==> config.mk <==
export PLATFORM = sky130hd
export DESIGN_NAME = cooperative_task_scheduler_core
export DESIGN_NICKNAME = d
export VERILOG_FILES = /design/src/design/cts_pkg.sv /design/src/design/cooperative_task_scheduler_core.sv /design/src/design/cts_ram.sv /design/src/design/cts_slot_alu.sv
export SDC_FILE = /design/constraint.sdc
export NUM_CORES = 1
export LEC_CHECK = 0
export ABC_AREA = 1
export BUFFER_PORTS_ARGS = -buffer_cell sky130_fd_sc_hd__clkbuf_2
export CORE_UTILIZATION = 40
export CTS_CLUSTER_DIAMETER = 30
export DETAILED_ROUTE_END_ITERATION = 10
export PLACE_DENSITY = 0.69
export SYNTH_ARGS = -nofsm -noshare
export SYNTH_HDL_FRONTEND = slang
export SYNTH_SLANG_ARGS = --single-unit
==> constraint.sdc <==
create_clock -name clk -period 6.08 [get_ports clk]
set_input_delay 0.304 -clock clk [delete_from_list [all_inputs] [get_ports clk]]
set_output_delay 0.304 -clock clk [all_outputs]
set_load 0.01 [all_outputs]
==> src/design/cts_pkg.sv <==
`default_nettype none

package cts_pkg;

    // Default table size and the cap on results per dispatch.
    localparam int NUM_TASKS_DEF = 8;
    localparam int MAX_RESULTS   = 8;
    localparam int RES_CNT_W     = $clog2(MAX_RESULTS + 1);

    // Operation codes.
    localparam logic [1:0] OP_TICK     = 2'd0;
    localparam logic [1:0] OP_ADD      = 2'd1;
    localparam logic [1:0] OP_DELETE   = 2'd2;
    localparam logic [1:0] OP_DISPATCH = 2'd3;

    // Status codes.
    localparam logic [1:0] ST_OK       = 2'd0;
    localparam logic [1:0] ST_FULL     = 2'd1;
    localparam logic [1:0] ST_BAD_SLOT = 2'd2;
    localparam logic [1:0] ST_NONE     = 2'd3;

    localparam logic [7:0] PEND_SAT = 8'hFF;

    // Sequencer step addresses.
    localparam logic [2:0] STEP_IDLE  = 3'd0;
    localparam logic [2:0] STEP_WALK  = 3'd1;
    localparam logic [2:0] STEP_FLUSH = 3'd2;
    localparam logic [2:0] STEP_FIND  = 3'd3;
    localparam logic [2:0] STEP_DEL   = 3'd4;

    // Jump conditions.
    localparam logic [1:0] JMP_SEQ   = 2'd0;
    localparam logic [1:0] JMP_START = 2'd1;
    localparam logic [1:0] JMP_WALK  = 2'd2;
    localparam logic [1:0] JMP_FIND  = 2'd3;

    typedef struct packed {
        logic [1:0]  operation;
        logic [15:0] task_tag;
        logic [31:0] start_delay;
        logic [31:0] repeat_period;
        logic [7:0]  slot_index;
    } in_word_t;

    typedef struct packed {
        logic [1:0]  status;
        logic [2:0]  slot;
        logic [15:0] run_tag;
        logic        removed;
        logic        last;
    } out_word_t;

    typedef struct packed {
        logic [15:0] tag;
        logic [31:0] delay;
        logic [31:0] period;
        logic [7:0]  pending;
    } entry_t;

    typedef struct packed {
        logic ready;
        logic expire;
    } alu_flags_t;

    typedef struct packed {
        logic       busy;
        logic       walk;
        logic       find;
        logic       del;
        logic       flush;
        logic [1:0] jump;
        logic [2:0] next;
    } ctl_word_t;

    // Control store: one word per step.
    function automatic ctl_word_t ucode(input logic [2:0] step);
        ctl_word_t w;
        w = '0;
        unique case (step)
            STEP_IDLE:
            begin
                w.jump = JMP_START;
                w.next = STEP_IDLE;
            end
            STEP_WALK:
            begin
                w.busy = 1'b1;
                w.walk = 1'b1;
                w.jump = JMP_WALK;
                w.next = STEP_FLUSH;
            end
            STEP_FLUSH:
            begin
                w.busy  = 1'b1;
                w.flush = 1'b1;
                w.jump  = JMP_SEQ;
                w.next  = STEP_IDLE;
            end
            STEP_FIND:
            begin
                w.busy = 1'b1;
                w.find = 1'b1;
                w.jump = JMP_FIND;
                w.next = STEP_IDLE;
            end
            STEP_DEL:
            begin
                w.busy = 1'b1;
                w.del  = 1'b1;
                w.jump = JMP_SEQ;
                w.next = STEP_IDLE;
            end
            default:
            begin
                w.jump = JMP_SEQ;
                w.next = STEP_IDLE;
            end
        endcase
        return w;
    endfunction

    function automatic out_word_t make_result(input logic [1:0] status,
                                              input logic [2:0] slot,
                                              input logic [15:0] tag,
                                              input logic removed,
                                              input logic last);
        out_word_t r;
        r.status  = status;
        r.slot    = slot;
        r.run_tag = tag;
        r.removed = removed;
        r.last    = last;
        return r;
    endfunction

endpackage

`default_nettype wire

==> src/design/cooperative_task_scheduler_core.sv <==
`default_nettype none

// Cooperative time-triggered task scheduler. A word is taken when start is high
// and busy is low; each result word appears on result for exactly one cycle with
// result_valid high and must be captured then, since the receiver cannot stall
// the block. Tick and dispatch walk the whole task table once through the slot
// memory's single read port, one slot per cycle with the write-back of the
// previous slot overlapped. The walk reads the first slot, then updates each slot
// while reading the next, waits for the pipeline to empty and ends with a closing
// step before the next word is accepted. Add searches the used flags one slot per
// cycle from slot zero. Dispatch gives one result per slot with pending runs (at
// most eight, the rest wait for the next dispatch), and the last result of every
// word carries last = 1. Results of one word may be spaced by idle cycles. No
// clearing pass is needed after reset: the used flags clear at reset and a free
// slot's memory contents are never used.
module cooperative_task_scheduler_core #(
    parameter int NUM_TASKS = cts_pkg::NUM_TASKS_DEF
) (
    input  logic               clk,
    input  logic               rst_n,
    input  logic               start,
    input  cts_pkg::in_word_t  item,
    output logic               busy,
    output logic               result_valid,
    output cts_pkg::out_word_t result
);

    import cts_pkg::*;

    localparam int IDX_W = (NUM_TASKS > 1) ? $clog2(NUM_TASKS) : 1;
    localparam int CNT_W = $clog2(NUM_TASKS + 1);
    localparam logic [CNT_W-1:0]     CNT_END  = CNT_W'(NUM_TASKS);
    localparam logic [IDX_W-1:0]     IDX_LAST = IDX_W'(NUM_TASKS - 1);
    localparam logic [RES_CNT_W-1:0] RES_CAP  = RES_CNT_W'(MAX_RESULTS);

    // Sequencer state.
    logic [2:0]           step_reg, step_next;
    ctl_word_t            ctl;

    // Current word, held for the whole operation.
    in_word_t             item_reg, item_next;

    // Slot walk: cnt_reg is the next slot to read (or the search slot for add);
    // st_* marks the slot whose memory data is arriving this cycle.
    logic [CNT_W-1:0]     cnt_reg, cnt_next;
    logic                 st_valid_reg, st_valid_next;
    logic [IDX_W-1:0]     st_idx_reg, st_idx_next;

    logic [NUM_TASKS-1:0] used_reg, used_next;

    // Dispatch keeps one result back so that the final one can be marked last.
    logic [RES_CNT_W-1:0] nout_reg, nout_next;
    logic                 held_valid_reg, held_valid_next;
    out_word_t            held_reg, held_next;

    out_word_t            result_reg, result_next;
    logic                 result_valid_reg, result_valid_next;

    // Slot memory.
    logic                 ram_we;
    logic [IDX_W-1:0]     ram_waddr;
    entry_t               ram_wdata;
    logic [IDX_W-1:0]     ram_raddr;
    logic [$bits(entry_t)-1:0] ram_rdata;
    entry_t               rd_ent;
    entry_t               alu_upd;
    alu_flags_t           alu_flags;
    entry_t               new_ent;

    logic                 is_tick;
    logic                 walk_done;
    logic [IDX_W-1:0]     find_idx;
    logic                 find_free;
    logic                 find_done;
    logic [IDX_W-1:0]     del_idx;
    logic                 del_ok;
    logic [2:0]           op_target;

    cts_ram #(
        .WIDTH  ($bits(entry_t)),
        .DEPTH  (NUM_TASKS),
        .ADDR_W (IDX_W)
    ) u_ram (
        .clk   (clk),
        .we    (ram_we),
        .waddr (ram_waddr),
        .wdata (ram_wdata),
        .raddr (ram_raddr),
        .rdata (ram_rdata)
    );

    assign rd_ent  = entry_t'(ram_rdata);
    assign is_tick = (item_reg.operation == OP_TICK);

    cts_slot_alu u_alu (
        .ent     (rd_ent),
        .is_tick (is_tick),
        .upd     (alu_upd),
        .flags   (alu_flags)
    );

    assign ctl = ucode(step_reg);

    assign walk_done = (cnt_reg == CNT_END) && !st_valid_reg;
    assign find_idx  = cnt_reg[IDX_W-1:0];
    assign find_free = !used_reg[find_idx];
    assign find_done = (item_reg.task_tag == 16'd0) || find_free || (find_idx == IDX_LAST);
    assign del_idx   = item_reg.slot_index[IDX_W-1:0];
    assign del_ok    = ({1'b0, item_reg.slot_index} < 9'(NUM_TASKS)) && used_reg[del_idx];

    // A new add stores the start delay less one, never below zero.
    always_comb
    begin
        new_ent.tag     = item_reg.task_tag;
        new_ent.delay   = (item_reg.start_delay == 32'd0) ? 32'd0
                                                          : item_reg.start_delay - 32'd1;
        new_ent.period  = item_reg.repeat_period;
        new_ent.pending = 8'd0;
    end

    // Entry step of each operation.
    always_comb
    begin
        unique case (item.operation)
            OP_TICK:     op_target = STEP_WALK;
            OP_ADD:      op_target = STEP_FIND;
            OP_DELETE:   op_target = STEP_DEL;
            OP_DISPATCH: op_target = STEP_WALK;
            default:     op_target = STEP_IDLE;
        endcase
    end

    always_comb
    begin
        step_next         = step_reg;
        item_next         = item_reg;
        cnt_next          = cnt_reg;
        st_valid_next     = st_valid_reg;
        st_idx_next       = st_idx_reg;
        used_next         = used_reg;
        nout_next         = nout_reg;
        held_valid_next   = held_valid_reg;
        held_next         = held_reg;
        result_next       = result_reg;
        result_valid_next = 1'b0;
        ram_we            = 1'b0;
        ram_waddr         = st_idx_reg;
        ram_wdata         = alu_upd;
        ram_raddr         = cnt_reg[IDX_W-1:0];

        // Table walk for tick and dispatch: read slot cnt_reg while updating the
        // slot read in the previous cycle.
        if (ctl.walk)
        begin
            if (cnt_reg != CNT_END)
            begin
                cnt_next      = cnt_reg + CNT_W'(1);
                st_valid_next = 1'b1;
                st_idx_next   = cnt_reg[IDX_W-1:0];
            end
            else
            begin
                st_valid_next = 1'b0;
            end

            if (st_valid_reg && used_reg[st_idx_reg])
            begin
                if (is_tick)
                begin
                    ram_we = 1'b1;
                end
                else if (alu_flags.ready && (nout_reg != RES_CAP))
                begin
                    ram_we          = 1'b1;
                    nout_next       = nout_reg + RES_CNT_W'(1);
                    held_valid_next = 1'b1;
                    held_next       = make_result(ST_OK, 3'(st_idx_reg), rd_ent.tag,
                                                  alu_flags.expire, 1'b0);
                    if (alu_flags.expire)
                    begin
                        used_next[st_idx_reg] = 1'b0;
                    end
                    if (held_valid_reg)
                    begin
                        result_next       = held_reg;
                        result_valid_next = 1'b1;
                    end
                end
            end
        end

        // Closing result of a walk.
        if (ctl.flush)
        begin
            result_valid_next = 1'b1;
            held_valid_next   = 1'b0;
            if (is_tick)
            begin
                result_next = make_result(ST_OK, 3'd0, 16'd0, 1'b0, 1'b1);
            end
            else if (held_valid_reg)
            begin
                result_next      = held_reg;
                result_next.last = 1'b1;
            end
            else
            begin
                result_next = make_result(ST_NONE, 3'd0, 16'd0, 1'b0, 1'b1);
            end
        end

        // Free-slot search for add, one slot per cycle from slot zero.
        if (ctl.find)
        begin
            if (item_reg.task_tag == 16'd0)
            begin
                result_valid_next = 1'b1;
                result_next       = make_result(ST_FULL, 3'd0, 16'd0, 1'b0, 1'b1);
            end
            else if (find_free)
            begin
                ram_we              = 1'b1;
                ram_waddr           = find_idx;
                ram_wdata           = new_ent;
                used_next[find_idx] = 1'b1;
                result_valid_next   = 1'b1;
                result_next         = make_result(ST_OK, 3'(find_idx), 16'd0, 1'b0, 1'b1);
            end
            else if (find_idx == IDX_LAST)
            begin
                result_valid_next = 1'b1;
                result_next       = make_result(ST_FULL, 3'd0, 16'd0, 1'b0, 1'b1);
            end
            else
            begin
                cnt_next = cnt_reg + CNT_W'(1);
            end
        end

        // Delete only drops the used flag; the memory entry is dead from then on.
        if (ctl.del)
        begin
            result_valid_next = 1'b1;
            if (del_ok)
            begin
                used_next[del_idx] = 1'b0;
                result_next        = make_result(ST_OK, 3'(del_idx), 16'd0, 1'b0, 1'b1);
            end
            else
            begin
                result_next = make_result(ST_BAD_SLOT, 3'd0, 16'd0, 1'b0, 1'b1);
            end
        end

        // Step sequencing.
        unique case (ctl.jump)
            JMP_SEQ:
            begin
                step_next = ctl.next;
            end
            JMP_START:
            begin
                if (start)
                begin
                    step_next       = op_target;
                    item_next       = item;
                    cnt_next        = '0;
                    st_valid_next   = 1'b0;
                    nout_next       = '0;
                    held_valid_next = 1'b0;
                end
            end
            JMP_WALK:
            begin
                if (walk_done)
                begin
                    step_next = ctl.next;
                end
            end
            JMP_FIND:
            begin
                if (find_done)
                begin
                    step_next = ctl.next;
                end
            end
            default:
            begin
                step_next = STEP_IDLE;
            end
        endcase
    end

    always_ff @(posedge clk or negedge rst_n)
    begin
        if (!rst_n)
        begin
            step_reg         <= STEP_IDLE;
            cnt_reg          <= '0;
            st_valid_reg     <= 1'b0;
            used_reg         <= '0;
            nout_reg         <= '0;
            held_valid_reg   <= 1'b0;
            result_valid_reg <= 1'b0;
        end
        else
        begin
            step_reg         <= step_next;
            cnt_reg          <= cnt_next;
            st_valid_reg     <= st_valid_next;
            used_reg         <= used_next;
            nout_reg         <= nout_next;
            held_valid_reg   <= held_valid_next;
            result_valid_reg <= result_valid_next;
        end
    end

    // Payload registers carry no reset.
    always_ff @(posedge clk)
    begin
        item_reg   <= item_next;
        st_idx_reg <= st_idx_next;
        held_reg   <= held_next;
        result_reg <= result_next;
    end

    assign busy         = ctl.busy;
    assign result_valid = result_valid_reg;
    assign result       = result_reg;

endmodule

`default_nettype wire

==> src/design/cts_ram.sv <==
`default_nettype none

module cts_ram #(
    parameter int WIDTH  = 88,
    parameter int DEPTH  = 8,
    parameter int ADDR_W = (DEPTH > 1) ? $clog2(DEPTH) : 1
) (
    input  logic              clk,
    input  logic              we,
    input  logic [ADDR_W-1:0] waddr,
    input  logic [WIDTH-1:0]  wdata,
    input  logic [ADDR_W-1:0] raddr,
    output logic [WIDTH-1:0]  rdata
);

    logic [WIDTH-1:0] mem [DEPTH];
    logic [WIDTH-1:0] rdata_reg;

    always_ff @(posedge clk)
    begin
        if (we)
        begin
            mem[waddr] <= wdata;
        end
        rdata_reg <= mem[raddr];
    end

    assign rdata = rdata_reg;

endmodule

`default_nettype wire

==> src/design/cts_slot_alu.sv <==
`default_nettype none

module cts_slot_alu (
    input  cts_pkg::entry_t     ent,
    input  logic                is_tick,
    output cts_pkg::entry_t     upd,
    output cts_pkg::alu_flags_t flags
);

    import cts_pkg::*;

    logic        delay_zero;
    logic [31:0] dec_src;
    logic [31:0] dec;

    // One shared decrementer: on a tick it reloads from a non-zero period when the
    // delay has run out, and counts the delay down otherwise.
    assign delay_zero = (ent.delay == 32'd0);
    assign dec_src    = (is_tick && delay_zero) ? ent.period : ent.delay;
    assign dec        = dec_src - 32'd1;

    always_comb
    begin
        upd          = ent;
        flags.ready  = (ent.pending != 8'd0);
        flags.expire = 1'b0;
        if (is_tick)
        begin
            if (delay_zero)
            begin
                if (ent.pending != PEND_SAT)
                begin
                    upd.pending = ent.pending + 8'd1;
                end
                if (ent.period != 32'd0)
                begin
                    upd.delay = dec;
                end
            end
            else
            begin
                upd.delay = dec;
            end
        end
        else
        begin
            upd.pending  = ent.pending - 8'd1;
            flags.expire = (ent.period == 32'd0) && (upd.pending == 8'd0) && delay_zero;
        end
    end

endmodule

`default_nettype wire
==> results.sh, run 1 <==
export IMPL_worstPathCellList="inv_2, nor2_1, clkinv_2, a21oi_1, o21ai_0, nand2_1, nor2_4, nor2_4, buf_4, buf_4, o21ai_0"
export IMPL_crit_buf_inv=4
export IMPL_dieWidth_um=312
export IMPL_required_ps=6430
export IMPL_hold_slack_ps=114
export IMPL_cts_resized=0
export IMPL_core_sq_um=95200
export IMPL_drtAntennaViolNets=0
export IMPL_num_vias=26900
export IMPL_crit_type="reg -> reg"
export IMPL_fillCellCount=8015
export IMPL_area_growth_syn_to_layout_pct=22.6
export IMPL_drt_initial_drc_count=2708
export IMPL_cts_root_buf="clkbuf_16"
export IMPL_hpwlAfterDp_um=56100
export IMPL_drt_wl_total_um=100000
export IMPL_rr_worst_depth=11
export IMPL_syn_inst=3382
export IMPL_slew_violations=0
export IMPL_holdCritPathClass="in -> async"
export IMPL_syn_nets=3485
export IMPL_antenna_found_initial=0
export IMPL_yosys_warnings=0
export IMPL_numCtsBuffers=162
export IMPL_hold_violations=0
export IMPL_ctsLongestPathBuffers=3
export IMPL_fin_nets=3737
export IMPL_tightest_slew_ps=1120
export IMPL_rsz0062_at_grt="no"
export IMPL_skew_ps=26.0
export IMPL_clk_pin_slew_ps=50
export IMPL_critPathLaunchType="register"
export IMPL_max_clock_freq_mhz=239
export IMPL_grt_pass1_wl_um=153000
export IMPL_clkSinkCount=950
export IMPL_status="completed"
export IMPL_vias_per_cell=5.34
export IMPL_cts_tree="yes"
export IMPL_pin_count=118
export IMPL_synth_cell_types=54
export IMPL_layout_drive_gt1_share_pct=13.1
export IMPL_period_share_pct=68.8
export IMPL_gr_total_overflow=0
export IMPL_setup_viol=0
export IMPL_avgSynthCellArea_sq_um=11.4
export IMPL_synth_seq_cells=950
export IMPL_first_pass_iters=6
export IMPL_r2r_setup_slack_ps=1900
export IMPL_endpoint_kind="register"
export IMPL_crit_fanout=71
export IMPL_rr_endpoint="u_ram.mem[6][17]"
export IMPL_ir_worst_vdd_mv=0.352
export IMPL_synth_async_sr_flop_share_pct=2.32
export IMPL_drv_cap=0
export IMPL_drcViolationCount=0
export IMPL_drt_wirelength_per_cell_um=19.9
export IMPL_initial_utilization_pct=40.5
export IMPL_maxSlewHeadroom_pct=25.1
export IMPL_p_leak_nw=16.9
export IMPL_arrival_ps=4540
export IMPL_die_h_um=312
export IMPL_htree_levels=4
export IMPL_io_buffer_count=117
export IMPL_grt_usage_pct=20.4
export IMPL_r2r_start="cnt_reg[1]"
export IMPL_routabilityCongestion=0.951
export IMPL_grt_max_degree=108
export IMPL_critical_path_top_delay_family="buffers and inverters"
export IMPL_cpPeakStageDelay_ps=770
export IMPL_synthFlopType="edfxtp_1"
export IMPL_clock_latency_ps=740
export IMPL_synth_edf_count=817
export IMPL_insertedDiodeCount=0
export IMPL_grt_pass1_vias=26200
export IMPL_ys_seq_area_share_pct=70.9
export IMPL_largest_reg_flops=704
export IMPL_fp_row_count=113
export IMPL_period_needed_ps=4180
export IMPL_slowest_stage="buf_4"
export IMPL_die_area_sq_um=97600
export IMPL_synthesis_area_sq_um=38500
export IMPL_fin_setup_tns_ps=0
export IMPL_power_density_nw_per_um2=548
-- cell usage in the layout (no fill, tap or decap), drive strengths merged, types with 2 or more instances in the layout --
cell,Yosys,layout
nor2,831,831
edfxtp,817,817
o21ai,472,472
nand2,360,360
clkbuf,95,320
inv,173,188
dfxtp,111,111
nand3,98,98
dlygate4sd3,0,92
o2111ai,88,88
a21oi,81,81
clkinv,1,49
buf,63,37
bufinv,0,26
nand4,25,25
dfrtp,22,22
nor3,21,21
o22ai,18,18
xor2,15,15
o211ai,13,13
clkinvlp,0,13
a31oi,12,12
xnor2,11,11
ha,10,10
a21boi,8,8
o21bai,6,6
nor4,5,5
nand3b,4,4
a211oi,4,4
a22oi,3,3
o31ai,2,2
and3,2,2
nor3b,2,2
a221oi,2,2
or2,2,2
-- where the power goes --
group / internal (mW) / total (mW) / leakage [nW] / switching, mW
clock: 6.29 / 9.51 / 2.81 / 3.22
sequential: 9.36 / 10.1 / 8.60 / 0.689
combinational: 1.57 / 6.33 / 5.52 / 4.75
total: 17.2 / 25.9 / 16.9 / 8.66
-- layer usage --
layer,routed length (um),vias up,part of all wire [%],GRT usage [%]
met5,0,-,0,0
met1,42100,13100,42,27.8
met2,47500,1129,47,33.0
li1,-,12500,-,-
met3,7890,186,7.9,3.63
met4,2560,0,2.6,6.95
-- final cells by class --
class                   count  area (sq um)  area share, %
well taps                1265          1580           3.35
clock buffers             203          4390           9.30
clock inverters           102          1440           3.05
multi-input cells        2100          9980           21.1
flip-flops and latches    950         27300           57.8
inverters                 174           667           1.41
repair buffers            246          1860           3.94
-- cells by family (layout without fill, tap and decap cells) --
group	Yosys count	after routing	share of synthesized area, %
xor gates and xnor gates	26	26	0.591
adders and majority gates	10	10	0.325
DFF	950	950	70.9
and+or+nand+nor	1351	1351	14.2
AOI/OAI and AO/OA	713	713	10.6
buffers and inverters	332	725	3.42
-- stage by stage --
step | total power [mW] | area [sq um] | util (%) | std cells | worst slack [ps]
2_1_floorplan | 14.1 | 38500 | - | 3382 | 206
3_3_place_gp | 16.2 | 40500 | 42.5 | 4643 | 1950
3_5_place_dp | 16.3 | 40500 | 42.5 | 4643 | 1970
4_1_cts | 25.9 | 47200 | 49.6 | 5040 | 1910
5_1_grt | 27.1 | 47200 | 49.6 | 5040 | 1410
6_report | 25.9 | 47200 | 49.6 | 5040 | 1900
-- worst max path at each step --
stage	start	to	slack, ps	cells after the start
floorplan	cnt_reg[0]	u_ram.mem[6][0]	210	13
global placement	cnt_reg[1]	u_ram.mem[2][39]	1950	15
detailed placement	cnt_reg[1]	u_ram.mem[1][17]	1970	11
CTS	cnt_reg[1]	u_ram.mem[2][58]	1910	15
global route	cnt_reg[1]	u_ram.mem[2][44]	1410	15
finish	cnt_reg[1]	u_ram.mem[6][17]	1900	11
-- cell usage after synthesis (all sizes together) (18+ instances only) --
master	n	area share [%]
dfrtp	22	1.4
nand4	25	0.41
clkbuf	95	0.93
nand2	360	3.6
o2111ai	88	2.0
o22ai	18	0.29
nor2	831	8.3
nand3	98	1.3
buf	63	0.80
o21ai	472	6.1
inv	173	1.7
nor3	21	0.31
a21oi	81	1.1
edfxtp	817	64
dfxtp	111	5.8
-- repair_timing --
item,4_1_cts,5_1_grt
buffers inserted,0,0
endpoints found under the hold margin,115,0
hold buffers,92,0
(Power assumes the default switching activity.)
==> run 2: changes to the inputs <==
--- a/config.mk
+++ b/config.mk
@@ -10,7 +10,7 @@
 export CORE_UTILIZATION = 40
 export CTS_CLUSTER_DIAMETER = 30
 export DETAILED_ROUTE_END_ITERATION = 10
-export PLACE_DENSITY = 0.69
+export PLACE_DENSITY = 0.67
 export SYNTH_ARGS = -nofsm -noshare
 export SYNTH_HDL_FRONTEND = slang
 export SYNTH_SLANG_ARGS = --single-unit
==> constraint.sdc (replaced) <==
create_clock -name clk -period 4.02 [get_ports clk]
set_input_delay 0.201 -clock clk [delete_from_list [all_inputs] [get_ports clk]]
set_output_delay 0.201 -clock clk [all_outputs]
set_load 0.01 [all_outputs]
==> run 2 against run 1 <==
Compared with the run above: register-to-register slack got worse by 1300 ps; non-clock buffer count increased by 28; hold slack improved by 41 ps; clock power increased by 56%; routed wire length increased by 3.6%; maximum frequency increased by 22%; critical path type unchanged; sequential cell count unchanged; power increased by 54%.
==> results.sh, run 2 (synthesis gave the netlist of run 1 again) <==
export IMPL_critPathLaunchType="register"
export IMPL_setup_viol=0
export IMPL_max_clock_freq_mhz=291
export IMPL_required_ps=4450
export IMPL_drtAntennaViolNets=0
export IMPL_arrival_ps=3860
export IMPL_dieWidth_um=312
export IMPL_rr_worst_depth=11
export IMPL_initial_utilization_pct=40.5
export IMPL_min_path_cells=2
export IMPL_cts_root_buf="clkbuf_16"
export IMPL_ctsLongestPathBuffers=3
export IMPL_worst_slack_ps=586
export IMPL_grt_max_degree=186
export IMPL_area_growth_syn_to_layout_pct=24.2
export IMPL_cts_resized=0
export IMPL_hpwlAfterDp_um=59700
export IMPL_pin_count=118
export IMPL_period_needed_ps=3430
export IMPL_holdCritPathClass="in -> reg"
export IMPL_clock_latency_ps=770
export IMPL_core_sq_um=95200
export IMPL_clk_pin_slew_ps=50
export IMPL_fin_nets=3778
export IMPL_status="completed"
export IMPL_first_pass_iters=6
export IMPL_num_vias=27000
export IMPL_io_buffer_count=117
export IMPL_fp_row_count=113
export IMPL_p_leak_nw=17.3
export IMPL_die_h_um=312
export IMPL_skew_ps=37.7
export IMPL_numCtsBuffers=175
export IMPL_power_density_nw_per_um2=834
export IMPL_ir_worst_vdd_mv=0.660
export IMPL_tightest_slew_ps=1100
export IMPL_grt_usage_pct=21.2
export IMPL_fillCellCount=8000
export IMPL_largest_reg_flops=704
export IMPL_hold_violations=0
export IMPL_final_common_cell="edfxtp_1"
export IMPL_vias_per_cell=5.29
export IMPL_drt_wl_total_um=104000
export IMPL_gr_total_overflow=0
export IMPL_routabilityCongestion=0.924
export IMPL_drcViolationCount=0
export IMPL_rsz0062_at_grt="no"
export IMPL_cts_tree="yes"
export IMPL_design_power_total_mw=39.9
export IMPL_crit_type="reg -> reg"
export IMPL_endpoint_kind="register"
export IMPL_crit_fanout=89
export IMPL_slew_violations=0
export IMPL_post_place_ws_ps=676
export IMPL_drt_wirelength_per_cell_um=20.4
export IMPL_grt_pass1_wl_um=157000
export IMPL_period_share_pct=85.4
export IMPL_insertedDiodeCount=0
export IMPL_antenna_found_initial=1
export IMPL_maxSlewHeadroom_pct=26.9
export IMPL_layout_common_cells="817 x edfxtp_1, 803 x nor2_1, 466 x o21ai_0"
export IMPL_layout_drive_gt1_share_pct=14.4
export IMPL_htree_levels=4
export IMPL_grt_pass1_vias=26500
export IMPL_drt_initial_drc_count=3065
export IMPL_die_area_sq_um=97600
export IMPL_drv_cap=0
export IMPL_clkSinkCount=950
-- run 2: repair_timing --
item / CTS / global route
hold endpoints to repair: 120 / 0
buffers inserted: 0 / 0
hold buffers: 95 / 0
-- run 2: path summary, 6_finish.rpt --
kind / slack, ps / from / to
max: 590 / step_reg[2] / u_ram.mem[5][48]
max in group asynchronous: 1840 / rst_n / cnt_reg[0]
min reg2reg: 430 / u_ram.rdata[82] / held_reg[12]
max reg2reg: 590 / step_reg[2] / u_ram.mem[5][48]
min in group asynchronous: 380 / rst_n / used_reg[1]
min: 150 / item[29] / item_reg[29]
-- run 2: metrics by stage --
stage	utilization [%]	setup TNS (ps)	instances	hold slack [ps]	cell area [sq um]
6_report	50.3	0	5093	155	47900
5_1_grt	50.3	0	5093	140	47900
4_1_cts	50.3	0	5093	113	47900
3_5_place_dp	42.9	0	4668	248	40800
3_3_place_gp	42.9	0	4668	244	40800
2_1_floorplan	-	-256750	3382	-94.6	38600
-- run 2: final cells by class --
| cell class | instances | area [sq um] | area share [%] |
|---|---|---|---|
| clock buffers | 203 | 4620 | 9.66 |
| clock inverters | 127 | 1480 | 3.10 |
| inverters | 174 | 671 | 1.40 |
| multi-input cells | 2100 | 9980 | 20.8 |
| flip-flops and latches | 950 | 27300 | 57.1 |
| well taps | 1265 | 1580 | 3.31 |
| repair buffers | 274 | 2210 | 4.63 |
-- run 2: layer usage --
| layer | GRT usage, % | up-vias | part of all wire (%) |
|---|---|---|---|
| met2 | 33.6 | 1166 | 47 |
| met3 | 4.63 | 181 | 8.1 |
| met4 | 7.88 | 0 | 2.7 |
| met5 | 0 | - | 0 |
| met1 | 28.6 | 13000 | 42 |
| li1 | - | 12600 | - |
-- run 2: worst max-delay path, cell delays in order (launching register included) --
cell and delay [ps]:
dfrtp_1 410, inv_1 90, nand2_1 80, nor2_1 230, inv_1 110, nor2_1 150, inv_1 130, nor2_4 150
buf_12 410, nand2_1 310, buf_4 270, o21ai_0 680
-- run 2: power by group --
| group | leakage, nW | internal, mW | switching, mW |
|---|---|---|---|
| Combinational | 5.70 | 2.56 | 7.48 |
| Clock | 2.97 | 9.59 | 5.22 |
| Sequential | 8.60 | 14.2 | 0.940 |
| Total | 17.3 | 26.3 | 13.6 |
